**src/rtl/fcc_pkg.sv**
```systemverilog
`timescale 1ns / 1ps

package fcc_pkg;

   localparam int BASE_LEVELS    = 8;
   localparam int EXTRA_LEVELS   = 4;
   localparam int LEVELS_PER_FAN = BASE_LEVELS + EXTRA_LEVELS;
   localparam int TABLE_DEPTH    = 2 * LEVELS_PER_FAN;
   localparam int LVL_W          = $clog2(LEVELS_PER_FAN);
   localparam int ADDR_W         = $clog2(TABLE_DEPTH);

   localparam int REQ_DATA_W = 56;
   localparam int RSP_DATA_W = 56;
   localparam int CSR_ADDR_W = 5;

   localparam logic [15:0] TEMP_TOO_HIGH = 16'h07F0;
   localparam logic [8:0]  KEY_ABOVE_ALL = 9'h100;

   localparam logic [1:0] POLICY_KEEP   = 2'd0;
   localparam logic [1:0] POLICY_MANUAL = 2'd1;
   localparam logic [1:0] POLICY_CURVE  = 2'd2;

   typedef enum logic [1:0] {
      MODE_TICK   = 2'd0,
      MODE_TACH_A = 2'd1,
      MODE_TACH_B = 2'd2,
      MODE_LOAD   = 2'd3
   } mode_type;

   typedef enum logic [2:0] {
      REG_POLICY_A      = 3'd0,
      REG_POLICY_B      = 3'd1,
      REG_MANUAL_DUTY_A = 3'd2,
      REG_MANUAL_DUTY_B = 3'd3,
      REG_SHORT_CURVE_A = 3'd4,
      REG_SHORT_CURVE_B = 3'd5
   } reg_index_type;

   typedef enum logic [2:0] {
      ST_IDLE,
      ST_PICK,
      ST_READ,
      ST_EVAL,
      ST_EMIT
   } state_type;

   typedef struct packed {
      logic [1:0][1:0] policy;
      logic [1:0][7:0] manual_duty;
      logic [1:0]      short_curve;
   } cfg_type;

   typedef struct packed {
      logic accept;
      logic fan;
      logic lvl_clear;
      logic lvl_inc;
      logic rd;
      logic eval;
      logic apply;
      logic emit;
   } cmd_type;

   typedef struct packed {
      logic [1:0] walk;
      logic       less;
      logic       last;
   } status_type;

endpackage

```
**src/rtl/fcc_regs.sv**
```systemverilog
`timescale 1ns / 1ps

module fcc_regs (
   input  logic                              clock,
   input  logic                              reset,
   input  logic                              csr_psel,
   input  logic                              csr_penable,
   input  logic                              csr_pwrite,
   input  logic [fcc_pkg::CSR_ADDR_W-1:0]    csr_paddr,
   input  logic [31:0]                       csr_pwdata,
   output logic [31:0]                       csr_prdata,
   output logic                              csr_pready,
   output fcc_pkg::cfg_type                  cfg
);

   fcc_pkg::cfg_type       cfg_ff;
   fcc_pkg::cfg_type       cfg_in;
   fcc_pkg::reg_index_type reg_idx;
   logic                   wr_en;

   assign reg_idx    = fcc_pkg::reg_index_type'(csr_paddr[4:2]);
   assign wr_en      = csr_psel & csr_penable & csr_pwrite & csr_pready;
   assign csr_pready = 1'b1;
   assign cfg        = cfg_ff;

   always_comb begin
      cfg_in = cfg_ff;
      if (wr_en) begin
         unique case (reg_idx)
            fcc_pkg::REG_POLICY_A:      cfg_in.policy[0]      = csr_pwdata[1:0];
            fcc_pkg::REG_POLICY_B:      cfg_in.policy[1]      = csr_pwdata[1:0];
            fcc_pkg::REG_MANUAL_DUTY_A: cfg_in.manual_duty[0] = csr_pwdata[7:0];
            fcc_pkg::REG_MANUAL_DUTY_B: cfg_in.manual_duty[1] = csr_pwdata[7:0];
            fcc_pkg::REG_SHORT_CURVE_A: cfg_in.short_curve[0] = csr_pwdata[0];
            fcc_pkg::REG_SHORT_CURVE_B: cfg_in.short_curve[1] = csr_pwdata[0];
            default: ;
         endcase
      end
   end

   always_comb begin
      csr_prdata = '0;
      unique case (reg_idx)
         fcc_pkg::REG_POLICY_A:      csr_prdata = {30'd0, cfg_ff.policy[0]};
         fcc_pkg::REG_POLICY_B:      csr_prdata = {30'd0, cfg_ff.policy[1]};
         fcc_pkg::REG_MANUAL_DUTY_A: csr_prdata = {24'd0, cfg_ff.manual_duty[0]};
         fcc_pkg::REG_MANUAL_DUTY_B: csr_prdata = {24'd0, cfg_ff.manual_duty[1]};
         fcc_pkg::REG_SHORT_CURVE_A: csr_prdata = {31'd0, cfg_ff.short_curve[0]};
         fcc_pkg::REG_SHORT_CURVE_B: csr_prdata = {31'd0, cfg_ff.short_curve[1]};
         default:                    csr_prdata = '0;
      endcase
   end

   always_ff @(posedge clock) begin
      if (reset) begin
         cfg_ff <= '0;
      end else begin
         cfg_ff <= cfg_in;
      end
   end

endmodule

```
**src/rtl/fcc_ctrl.sv**
```systemverilog
`timescale 1ns / 1ps

module fcc_ctrl (
   input  logic                 clock,
   input  logic                 reset,
   input  logic                 req_tvalid,
   output logic                 req_tready,
   input  logic [1:0]           req_tuser,
   output logic                 rsp_tvalid,
   input  logic                 rsp_tready,
   input  fcc_pkg::status_type  status,
   output fcc_pkg::cmd_type     cmd
);

   fcc_pkg::state_type state_ff;
   fcc_pkg::state_type state_in;
   logic               fan_ff;
   logic               fan_in;
   logic               rsp_valid_ff;
   logic               rsp_valid_in;
   logic               out_free;

   assign out_free   = ~rsp_valid_ff | rsp_tready;
   assign rsp_tvalid = rsp_valid_ff;

   always_comb begin
      state_in = state_ff;
      fan_in   = fan_ff;
      unique case (state_ff)
         fcc_pkg::ST_IDLE: begin
            fan_in = 1'b0;
            if (req_tvalid) begin
               if (fcc_pkg::mode_type'(req_tuser) == fcc_pkg::MODE_TICK) begin
                  state_in = fcc_pkg::ST_PICK;
               end else begin
                  state_in = fcc_pkg::ST_EMIT;
               end
            end
         end
         fcc_pkg::ST_PICK: begin
            if (status.walk[fan_ff]) begin
               state_in = fcc_pkg::ST_READ;
            end else if (fan_ff) begin
               state_in = fcc_pkg::ST_EMIT;
            end else begin
               fan_in = 1'b1;
            end
         end
         fcc_pkg::ST_READ: begin
            state_in = fcc_pkg::ST_EVAL;
         end
         fcc_pkg::ST_EVAL: begin
            if (status.less | status.last) begin
               if (fan_ff) begin
                  state_in = fcc_pkg::ST_EMIT;
               end else begin
                  fan_in   = 1'b1;
                  state_in = fcc_pkg::ST_PICK;
               end
            end else begin
               state_in = fcc_pkg::ST_READ;
            end
         end
         fcc_pkg::ST_EMIT: begin
            if (out_free) begin
               state_in = fcc_pkg::ST_IDLE;
            end
         end
         default: state_in = fcc_pkg::ST_IDLE;
      endcase
   end

   always_comb begin
      cmd          = '0;
      cmd.fan      = fan_ff;
      req_tready   = 1'b0;
      rsp_valid_in = rsp_valid_ff & ~rsp_tready;
      unique case (state_ff)
         fcc_pkg::ST_IDLE: begin
            req_tready = 1'b1;
            cmd.accept = req_tvalid;
         end
         fcc_pkg::ST_PICK: begin
            cmd.lvl_clear = status.walk[fan_ff];
         end
         fcc_pkg::ST_READ: begin
            cmd.rd = 1'b1;
         end
         fcc_pkg::ST_EVAL: begin
            cmd.eval    = 1'b1;
            cmd.apply   = status.less | status.last;
            cmd.lvl_inc = ~(status.less | status.last);
         end
         fcc_pkg::ST_EMIT: begin
            if (out_free) begin
               cmd.emit     = 1'b1;
               rsp_valid_in = 1'b1;
            end
         end
         default: ;
      endcase
   end

   always_ff @(posedge clock) begin
      if (reset) begin
         state_ff     <= fcc_pkg::ST_IDLE;
         fan_ff       <= 1'b0;
         rsp_valid_ff <= 1'b0;
      end else begin
         state_ff     <= state_in;
         fan_ff       <= fan_in;
         rsp_valid_ff <= rsp_valid_in;
      end
   end

endmodule

```
**src/rtl/fcc_dp.sv**
```systemverilog
`timescale 1ns / 1ps

module fcc_dp (
   input  logic                              clock,
   input  logic                              reset,
   input  fcc_pkg::cfg_type                  cfg,
   input  fcc_pkg::cmd_type                  cmd,
   output fcc_pkg::status_type               status,
   input  logic [1:0]                        req_tuser,
   input  logic [fcc_pkg::REQ_DATA_W-1:0]    req_tdata,
   output logic [fcc_pkg::RSP_DATA_W-1:0]    rsp_tdata
);

   logic [15:0] req_temp_a;
   logic [15:0] req_temp_b;
   logic        req_hold;
   logic        req_entry_fan;
   logic [3:0]  req_entry_index;
   logic [7:0]  req_entry_bound;
   logic [7:0]  req_entry_duty;
   fcc_pkg::mode_type req_mode;

   assign req_mode        = fcc_pkg::mode_type'(req_tuser);
   assign req_temp_a      = req_tdata[15:0];
   assign req_temp_b      = req_tdata[31:16];
   assign req_hold        = req_tdata[32];
   assign req_entry_fan   = req_tdata[33];
   assign req_entry_index = req_tdata[37:34];
   assign req_entry_bound = req_tdata[45:38];
   assign req_entry_duty  = req_tdata[53:46];

   logic [15:0] curve_mem [fcc_pkg::TABLE_DEPTH];
   logic [15:0] rd_data_ff;

   logic [5:0]            prescale_ff, prescale_in;
   logic [1:0][15:0]      edge_ff, edge_in;
   logic [1:0][15:0]      speed_ff, speed_in;
   logic [1:0][7:0]       duty_ff, duty_in;
   logic [1:0]            walk_ff, walk_in;
   logic                  written_ff, written_in;
   logic [1:0][15:0]      temp_ff, temp_in;
   logic [fcc_pkg::LVL_W-1:0] lvl_ff, lvl_in;
   logic [7:0]            sel_ff, sel_in;
   logic [fcc_pkg::RSP_DATA_W-1:0] out_ff, out_in;

   logic                  window;
   logic                  upd;
   logic                  wr_en;
   logic [fcc_pkg::ADDR_W-1:0] wr_addr;
   logic [fcc_pkg::ADDR_W-1:0] rd_addr;
   logic [15:0]           temp_sel;
   logic                  force_low;
   logic [8:0]            key;
   logic [fcc_pkg::LVL_W-1:0] lvl_last;
   logic                  less;
   logic [7:0]            walk_duty;

   assign window = prescale_ff == 6'd0;
   assign upd    = ~req_hold & (prescale_ff[3:0] == 4'd0);

   assign wr_en   = cmd.accept & (req_mode == fcc_pkg::MODE_LOAD)
                    & (32'(req_entry_index) < fcc_pkg::LEVELS_PER_FAN);
   assign wr_addr = (req_entry_fan ? fcc_pkg::ADDR_W'(fcc_pkg::LEVELS_PER_FAN)
                                   : fcc_pkg::ADDR_W'(0))
                    + fcc_pkg::ADDR_W'(req_entry_index);
   assign rd_addr = (cmd.fan ? fcc_pkg::ADDR_W'(fcc_pkg::LEVELS_PER_FAN)
                             : fcc_pkg::ADDR_W'(0))
                    + fcc_pkg::ADDR_W'(lvl_ff);

   assign temp_sel  = temp_ff[cmd.fan];
   assign force_low = temp_sel[15];
   assign key       = (temp_sel > fcc_pkg::TEMP_TOO_HIGH) ? fcc_pkg::KEY_ABOVE_ALL
                                                          : {1'b0, temp_sel[10:3]};
   assign lvl_last  = cfg.short_curve[cmd.fan]
                      ? fcc_pkg::LVL_W'(fcc_pkg::BASE_LEVELS - 1)
                      : fcc_pkg::LVL_W'(fcc_pkg::LEVELS_PER_FAN - 1);
   assign less      = force_low | (key < {1'b0, rd_data_ff[15:8]});
   assign walk_duty = ((lvl_ff == '0) | ~less) ? rd_data_ff[7:0] : sel_ff;

   assign status.walk = walk_ff;
   assign status.less = less;
   assign status.last = lvl_ff == lvl_last;

   assign rsp_tdata = out_ff;

   always_comb begin
      prescale_in = prescale_ff;
      edge_in     = edge_ff;
      speed_in    = speed_ff;
      duty_in     = duty_ff;
      walk_in     = walk_ff;
      written_in  = written_ff;
      temp_in     = temp_ff;
      lvl_in      = lvl_ff;
      sel_in      = sel_ff;
      out_in      = out_ff;

      if (cmd.accept) begin
         temp_in[0] = req_temp_a;
         temp_in[1] = req_temp_b;
         walk_in    = 2'b00;
         written_in = 1'b0;
         case (req_mode)
            fcc_pkg::MODE_TICK: begin
               if (window) begin
                  speed_in = edge_ff;
                  edge_in  = '0;
               end
               if (upd) begin
                  written_in = 1'b1;
                  for (int f = 0; f < 2; f++) begin
                     if (cfg.policy[f] == fcc_pkg::POLICY_MANUAL) begin
                        duty_in[f] = cfg.manual_duty[f];
                     end
                     walk_in[f] = cfg.policy[f] == fcc_pkg::POLICY_CURVE;
                  end
               end
               prescale_in = prescale_ff + 6'd1;
            end
            fcc_pkg::MODE_TACH_A: edge_in[0] = edge_ff[0] + 16'd1;
            fcc_pkg::MODE_TACH_B: edge_in[1] = edge_ff[1] + 16'd1;
            default: ;
         endcase
      end

      if (cmd.lvl_clear) begin
         lvl_in = '0;
      end
      if (cmd.lvl_inc) begin
         lvl_in = lvl_ff + fcc_pkg::LVL_W'(1);
      end
      if (cmd.eval) begin
         sel_in = walk_duty;
      end
      if (cmd.apply) begin
         duty_in[cmd.fan] = walk_duty;
      end
      if (cmd.emit) begin
         out_in = {7'd0, written_ff, speed_ff[1], speed_ff[0], duty_ff[1], duty_ff[0]};
      end
   end

   always_ff @(posedge clock) begin
      if (reset) begin
         prescale_ff <= '0;
         edge_ff     <= '0;
         speed_ff    <= '0;
         duty_ff     <= '0;
         walk_ff     <= '0;
         written_ff  <= 1'b0;
      end else begin
         prescale_ff <= prescale_in;
         edge_ff     <= edge_in;
         speed_ff    <= speed_in;
         duty_ff     <= duty_in;
         walk_ff     <= walk_in;
         written_ff  <= written_in;
      end
   end

   always_ff @(posedge clock) begin
      temp_ff <= temp_in;
      lvl_ff  <= lvl_in;
      sel_ff  <= sel_in;
      out_ff  <= out_in;
   end

   always_ff @(posedge clock) begin
      if (wr_en) begin
         curve_mem[wr_addr] <= {req_entry_bound, req_entry_duty};
      end
   end

   always_ff @(posedge clock) begin
      if (cmd.rd) begin
         rd_data_ff <= curve_mem[rd_addr];
      end
   end

endmodule

```
**src/rtl/fan_curve_and_tach_controller.sv**
```systemverilog
`timescale 1ns / 1ps

// Two-fan PWM duty controller with tachometer counting.
// Input stream (req_): one beat per event. tuser selects the event: tick,
// fan A tach edge, fan B tach edge, or curve table load. Every beat produces
// exactly one result beat on the rsp_ stream carrying both duties, both
// latched speeds and a flag set when that tick was an unheld update tick.
// Configuration (csr_): APB-style, zero wait states; policies, manual
// duties and curve length per fan. Write only while the block is idle.
// Tach and load beats go from idle straight to the emit state. A tick walks
// the curve levels of each fan on the curve policy (up to 12 per fan): the
// walk reads the shared curve table through its single registered read port,
// one level per read state and evaluate state, fan A first, then fan B.
// One beat is processed at a time; req_tready is high only while the
// sequencer is idle, so a new beat is taken only after the previous result
// has been registered. The result register lets a new beat be accepted
// while the previous result still waits on a stalled receiver; the next
// result is then held until that beat is taken.
// Reset clears counters, speeds, duties, prescaler and configuration registers. The curve
// table is not cleared; load every level in use before selecting the curve.

module fan_curve_and_tach_controller (
   input  logic                              clock,
   input  logic                              reset,
   input  logic                              req_tvalid,
   output logic                              req_tready,
   // mode[1:0]
   input  logic [1:0]                        req_tuser,
   // temp_a[15:0], temp_b[31:16], hold[32], entry_fan[33], entry_index[37:34],
   // entry_bound[45:38], entry_duty[53:46], zero[55:54]
   input  logic [fcc_pkg::REQ_DATA_W-1:0]    req_tdata,
   output logic                              rsp_tvalid,
   input  logic                              rsp_tready,
   // duty_a[7:0], duty_b[15:8], speed_a[31:16], speed_b[47:32],
   // duty_written[48], zero[55:49]
   output logic [fcc_pkg::RSP_DATA_W-1:0]    rsp_tdata,
   input  logic                              csr_psel,
   input  logic                              csr_penable,
   input  logic                              csr_pwrite,
   input  logic [fcc_pkg::CSR_ADDR_W-1:0]    csr_paddr,
   input  logic [31:0]                       csr_pwdata,
   output logic [31:0]                       csr_prdata,
   output logic                              csr_pready
);

   fcc_pkg::cfg_type    cfg;
   fcc_pkg::cmd_type    cmd;
   fcc_pkg::status_type status;

   fcc_regs u_regs (
      .clock       (clock),
      .reset       (reset),
      .csr_psel    (csr_psel),
      .csr_penable (csr_penable),
      .csr_pwrite  (csr_pwrite),
      .csr_paddr   (csr_paddr),
      .csr_pwdata  (csr_pwdata),
      .csr_prdata  (csr_prdata),
      .csr_pready  (csr_pready),
      .cfg         (cfg)
   );

   fcc_ctrl u_ctrl (
      .clock      (clock),
      .reset      (reset),
      .req_tvalid (req_tvalid),
      .req_tready (req_tready),
      .req_tuser  (req_tuser),
      .rsp_tvalid (rsp_tvalid),
      .rsp_tready (rsp_tready),
      .status     (status),
      .cmd        (cmd)
   );

   fcc_dp u_dp (
      .clock     (clock),
      .reset     (reset),
      .cfg       (cfg),
      .cmd       (cmd),
      .status    (status),
      .req_tuser (req_tuser),
      .req_tdata (req_tdata),
      .rsp_tdata (rsp_tdata)
   );

endmodule
```
**config.mk**
```make
export PLATFORM = sky130hd
export DESIGN_NAME = fan_curve_and_tach_controller
export DESIGN_NICKNAME = d
export VERILOG_FILES = /design/src/rtl/fcc_pkg.sv /design/src/rtl/fcc_regs.sv /design/src/rtl/fcc_ctrl.sv /design/src/rtl/fcc_dp.sv /design/src/rtl/fan_curve_and_tach_controller.sv
export SDC_FILE = /design/constraint.sdc
export NUM_CORES = 1
export LEC_CHECK = 0
export CORE_UTILIZATION = 68
export DETAILED_ROUTE_END_ITERATION = 7
export DONT_BUFFER_PORTS = 1
export PLACE_DENSITY = 0.95
export SETUP_SLACK_MARGIN = 0.1
export SYNTH_ARGS = -nofsm -noshare
export SYNTH_HDL_FRONTEND = slang
export SYNTH_SLANG_ARGS = --single-unit
```
**constraint.sdc**
```tcl
create_clock -name clock -period 10.8 [get_ports clock]
set_clock_uncertainty 0.2 [all_clocks]
set_input_delay 0 -clock clock [delete_from_list [all_inputs] [get_ports clock]]
set_output_delay 0 -clock clock [all_outputs]
set_load 0.05 [all_outputs]
```
==> run_results.csv <==
group,metric,value,unit
logic_synthesis,syn_avg_cell_area,16.6,um2
power_and_ir_drop,total_power,0.00473,W
routing,routed_wl,69400,um
power_and_ir_drop,clkPwrFrac,0.410,
grt,met3_usage,0.114,
setup_path,endpoint_kind,"flip-flop",
floorplanning,die_w,190,um
floorplanning,start_util,0.693,
sta,rsz0062_at_grt,"false",
logic_synthesis,ys_types,59,
cts,clk_latency,0.63,ns
logic_synthesis,synth_top_area_frac,0.617,
place,routabilityCongestion,0.825,
hold_path,worstHoldPathType,"in -> reg",
power_and_ir_drop,power.density,173,nW/um2
sta,whs,0.0388,ns
logic_synthesis,synth_xor_area_frac,0.00986,
grt,grt_pass1_vias,15300,
grt,grt_pass1_wl,101000,um
grt,top_usage_layer,"met2",
final_layout,utilization,0.790,
grt,grt_use_total,0.400,
routing,drt_iter0_markers,2397,
power_and_ir_drop,p_seq_frac,0.552,
cts,cts_buffers,56,
sta,post-route-period-util,0.470,
grt,grt_max_degree,100,
final_layout,multi_input_area,6350,um2
setup_path,cp.arrival,5.23,ns
logic_synthesis,synth_edf_count,493,
cts,clkTransAtPathRegs,0.07,ns
run_status,status,"complete, but fails checks",
power_and_ir_drop,irDropWorstVdd,0.185,mV
cts,postCtsSetupBuffers,0,
final_layout,synthToLayoutAreaGrowth,14.1,%
setup_path,cp.required,10.95,ns
flow_run,max_cap_viol_count,0,
final_layout,num-fill-cells,1499,
routing,first_pass_iters,8,
power_and_ir_drop,leakage,9.24,nW
logic_synthesis,muxShareOfSynthArea,0.140,
logic_synthesis,synth_top_family_by_area,"multiplexers",
place,post-place-cells,1853,
logic_synthesis,synth_area,24000,um2
grt,use_met2,0.637,
routing,viasPerCell,7.27,
final_layout,drive_above_1_share,0.146,
cts,clockBufferDepth,3,
sta,max_slew_margin,0.0435,
sta,tightest_slew,1.43,ns
final_layout,finalNonFillerCells,2087,
sta,tns,0,ns
setup_path,cp_max_fo,8,
final_layout,regArea,17100,um2
logic_synthesis,yosysTopAreaCell,"edfxtp_1",
routing,vias,15200,
logic_synthesis,synth_fa_ha_area_frac,0.00949,
grt,grt_overflow,0,
hold_path,worstHoldPathCells,3,
sta,fmax,197,MHz
power_and_ir_drop,comb_power_share,0.039,
run_status,violations,"design-rule violations",
floorplanning,coreArea,34600,um2
final_layout,nets,1702,
logic_synthesis,synthCells,1447,
routing,drt-wirelength-per-cell,33.3,um
routing,ant_nets,0,
cts,cts.htree.levels,2,
logic_synthesis,ys_ff_latch,609,
setup_path,r2r_cells,11,
sta,hold_viol,0,
logic_synthesis,ys_warn_count,0,
setup_path,reg2reg_slack,5.72,ns
place,dp_hpwl,32300,um
logic_synthesis,yosys.area_share.simple,0.0630,
floorplanning,chipHeight,190,um
logic_synthesis,async_reset_ff_frac,0,
sta,finalSetupViolations,0,
cts,cts_tree,"done",
grt,antenna_found_initial,7,
setup_path,start_kind,"flip-flop",
logic_synthesis,ys.flop_type,"edfxtp_1",
cts,cts-root-buf,"clkbuf_16",
grt,grt_use_met1,0.475,
power_and_ir_drop,power.switching,0.00108,W
logic_synthesis,synth-seq-area-share,0.714,
logic_synthesis,synth_top_cells_by_area,"edfxtp_1 (62%), mux4_2 (11%), dfxtp_1 (9.7%), mux2i_1 (2.5%), nor2_1 (1.9%)",
logic_synthesis,synth_compound_area_frac,0.0357,
sta,drv_slew,0,
setup_path,worstSetupPathType,"reg -> reg",
routing,drc,1,
cts,cts_sinks,609,
floorplanning,die_area,36000,um2
power_and_ir_drop,sw_frac_of_total,0.228,
floorplanning,io_pins,193,
place,place.port_buffers,0,
sta,fin_crit,5.08,ns
power_and_ir_drop,intPower,0.00365,W
floorplanning,std_cell_rows,68,
==> synthesized netlist by cell type (9+ instances only) <==
cell type,number
mux4_2,113
nand3_1,14
inv_1,35
buf_2,18
dfxtp_1,116
buf_4,32
ha_1,15
mux2_1,16
nor2_1,123
nand2_1,92
mux2i_1,61
a21oi_1,84
clkbuf_1,46
or3_1,10
edfxtp_1,493
nand2b_1,9
nor4_1,11
nor3_1,16
a211oi_1,20
xnor2_1,23
o21ai_0,12
==> worst max-delay path: stages (launching register included) <==
cell	delay (ns)
edfxtp_1	0.55
nor4_1	0.42
nor4_1	0.21
or4_1	0.69
nor2_1	0.22
ha_1	0.29
a21o_1	0.17
a21oi_1	0.39
nor4b_1	0.69
o211ai_2	0.45
mux2i_1	0.43
inv_1	0.09
==> cell families after synthesis <==
group	count (synthesis)
compound gates	142
xor+xnor	27
fa+ha+maj	17
buf+inv	137
flops	609
mux	192
other cells	2
simple gates	321
==> per-stage QoR <==
step	area, um2	setup slack, ns
6_report	27400	5.72
4_1_cts	27400	6.19
5_1_grt	27400	5.59
3_3_place_gp	24400	6.65
2_1_floorplan	24100	7.12
3_5_place_dp	24400	6.40
==> power by group through the flow <==
stage	registers [W]	logic, W	clock network, W
3_3_place_gp	0.00265	0.0000979	0
6_report	0.00261	0.000182	0.00194
4_1_cts	0.00260	0.000170	0.00189
3_5_place_dp	0.00265	0.000103	0
2_1_floorplan	0.00265	0.0000978	0
5_1_grt	0.00261	0.000189	0.00201
==> registers in the layout (all words and copies together) (netlist names), 8 cells and up <==
signal	count
u_dp.curve_mem	384
u_dp.duty_ff	16
u_dp.edge_ff	32
u_dp.rd_data_ff	16
u_dp.rsp_tdata	49
u_dp.sel_ff	8
u_dp.speed_ff	32
u_dp.temp_ff	32
u_regs.cfg	22
==> layout make-up <==
cell class,count,share of cell area
sequential,609,0.626
multi-input combinational,731,0.232
clock buffer,83,0.0579
timing repair buffer,150,0.0538
tap,455,0.0208
inverter,35,0.00480
clock inverter,18,0.00448
antenna,6,0.000549
==> worst paths after layout <==
kind / startpoint / to
worst min register to register: u_dp.speed_ff[24] / u_dp.rsp_tdata[40]
worst max-delay path: u_dp.temp_ff[17] / u_dp.sel_ff[5]
worst min-delay path: rsp_tready / u_ctrl.state_ff[2]
worst max register to register: u_dp.temp_ff[17] / u_dp.sel_ff[5]
==> what timing repair did <==
action,CTS,global route
resized for setup,0,0
hold buffers,127,0
endpoints found under the setup margin,0,0
endpoints found under the hold margin,909,0
==> layer usage <==
layer	share of wire	wire, um
met2	0.48	33200
met1	0.31	21300
met5	0.00027	19
met3	0.13	9140
met4	0.082	5730
==> layout by cell type, fill, tap and decap left out, types with 3 or more instances in the layout <==
cell type / instances
buf_4: 22
nand3_1: 14
dfxtp_1: 116
o21ai_0: 12
nor4_1: 11
clkbuf_1: 20
o2111ai_1: 3
inv_1: 35
nor3_1: 15
nand2b_1: 9
a21oi_1: 84
nor3b_1: 4
a211oi_1: 20
mux4_2: 113
or3_1: 10
conb_1: 32
xor2_1: 4
mux2i_1: 61
nand4_1: 8
nand2_1: 92
clkbuf_16: 57
clkinv_1: 8
and3_1: 4
ha_1: 14
clkinv_2: 6
mux2_1: 16
diode_2: 6
nor3_2: 4
and2_1: 6
nor2b_1: 7
nor2_1: 113
a22oi_1: 5
dlygate4sd3_1: 126
edfxtp_1: 493
clkbuf_8: 6
xnor2_1: 23
nor2_2: 11
No activity file was read; power rests on OpenSTA's default activity.
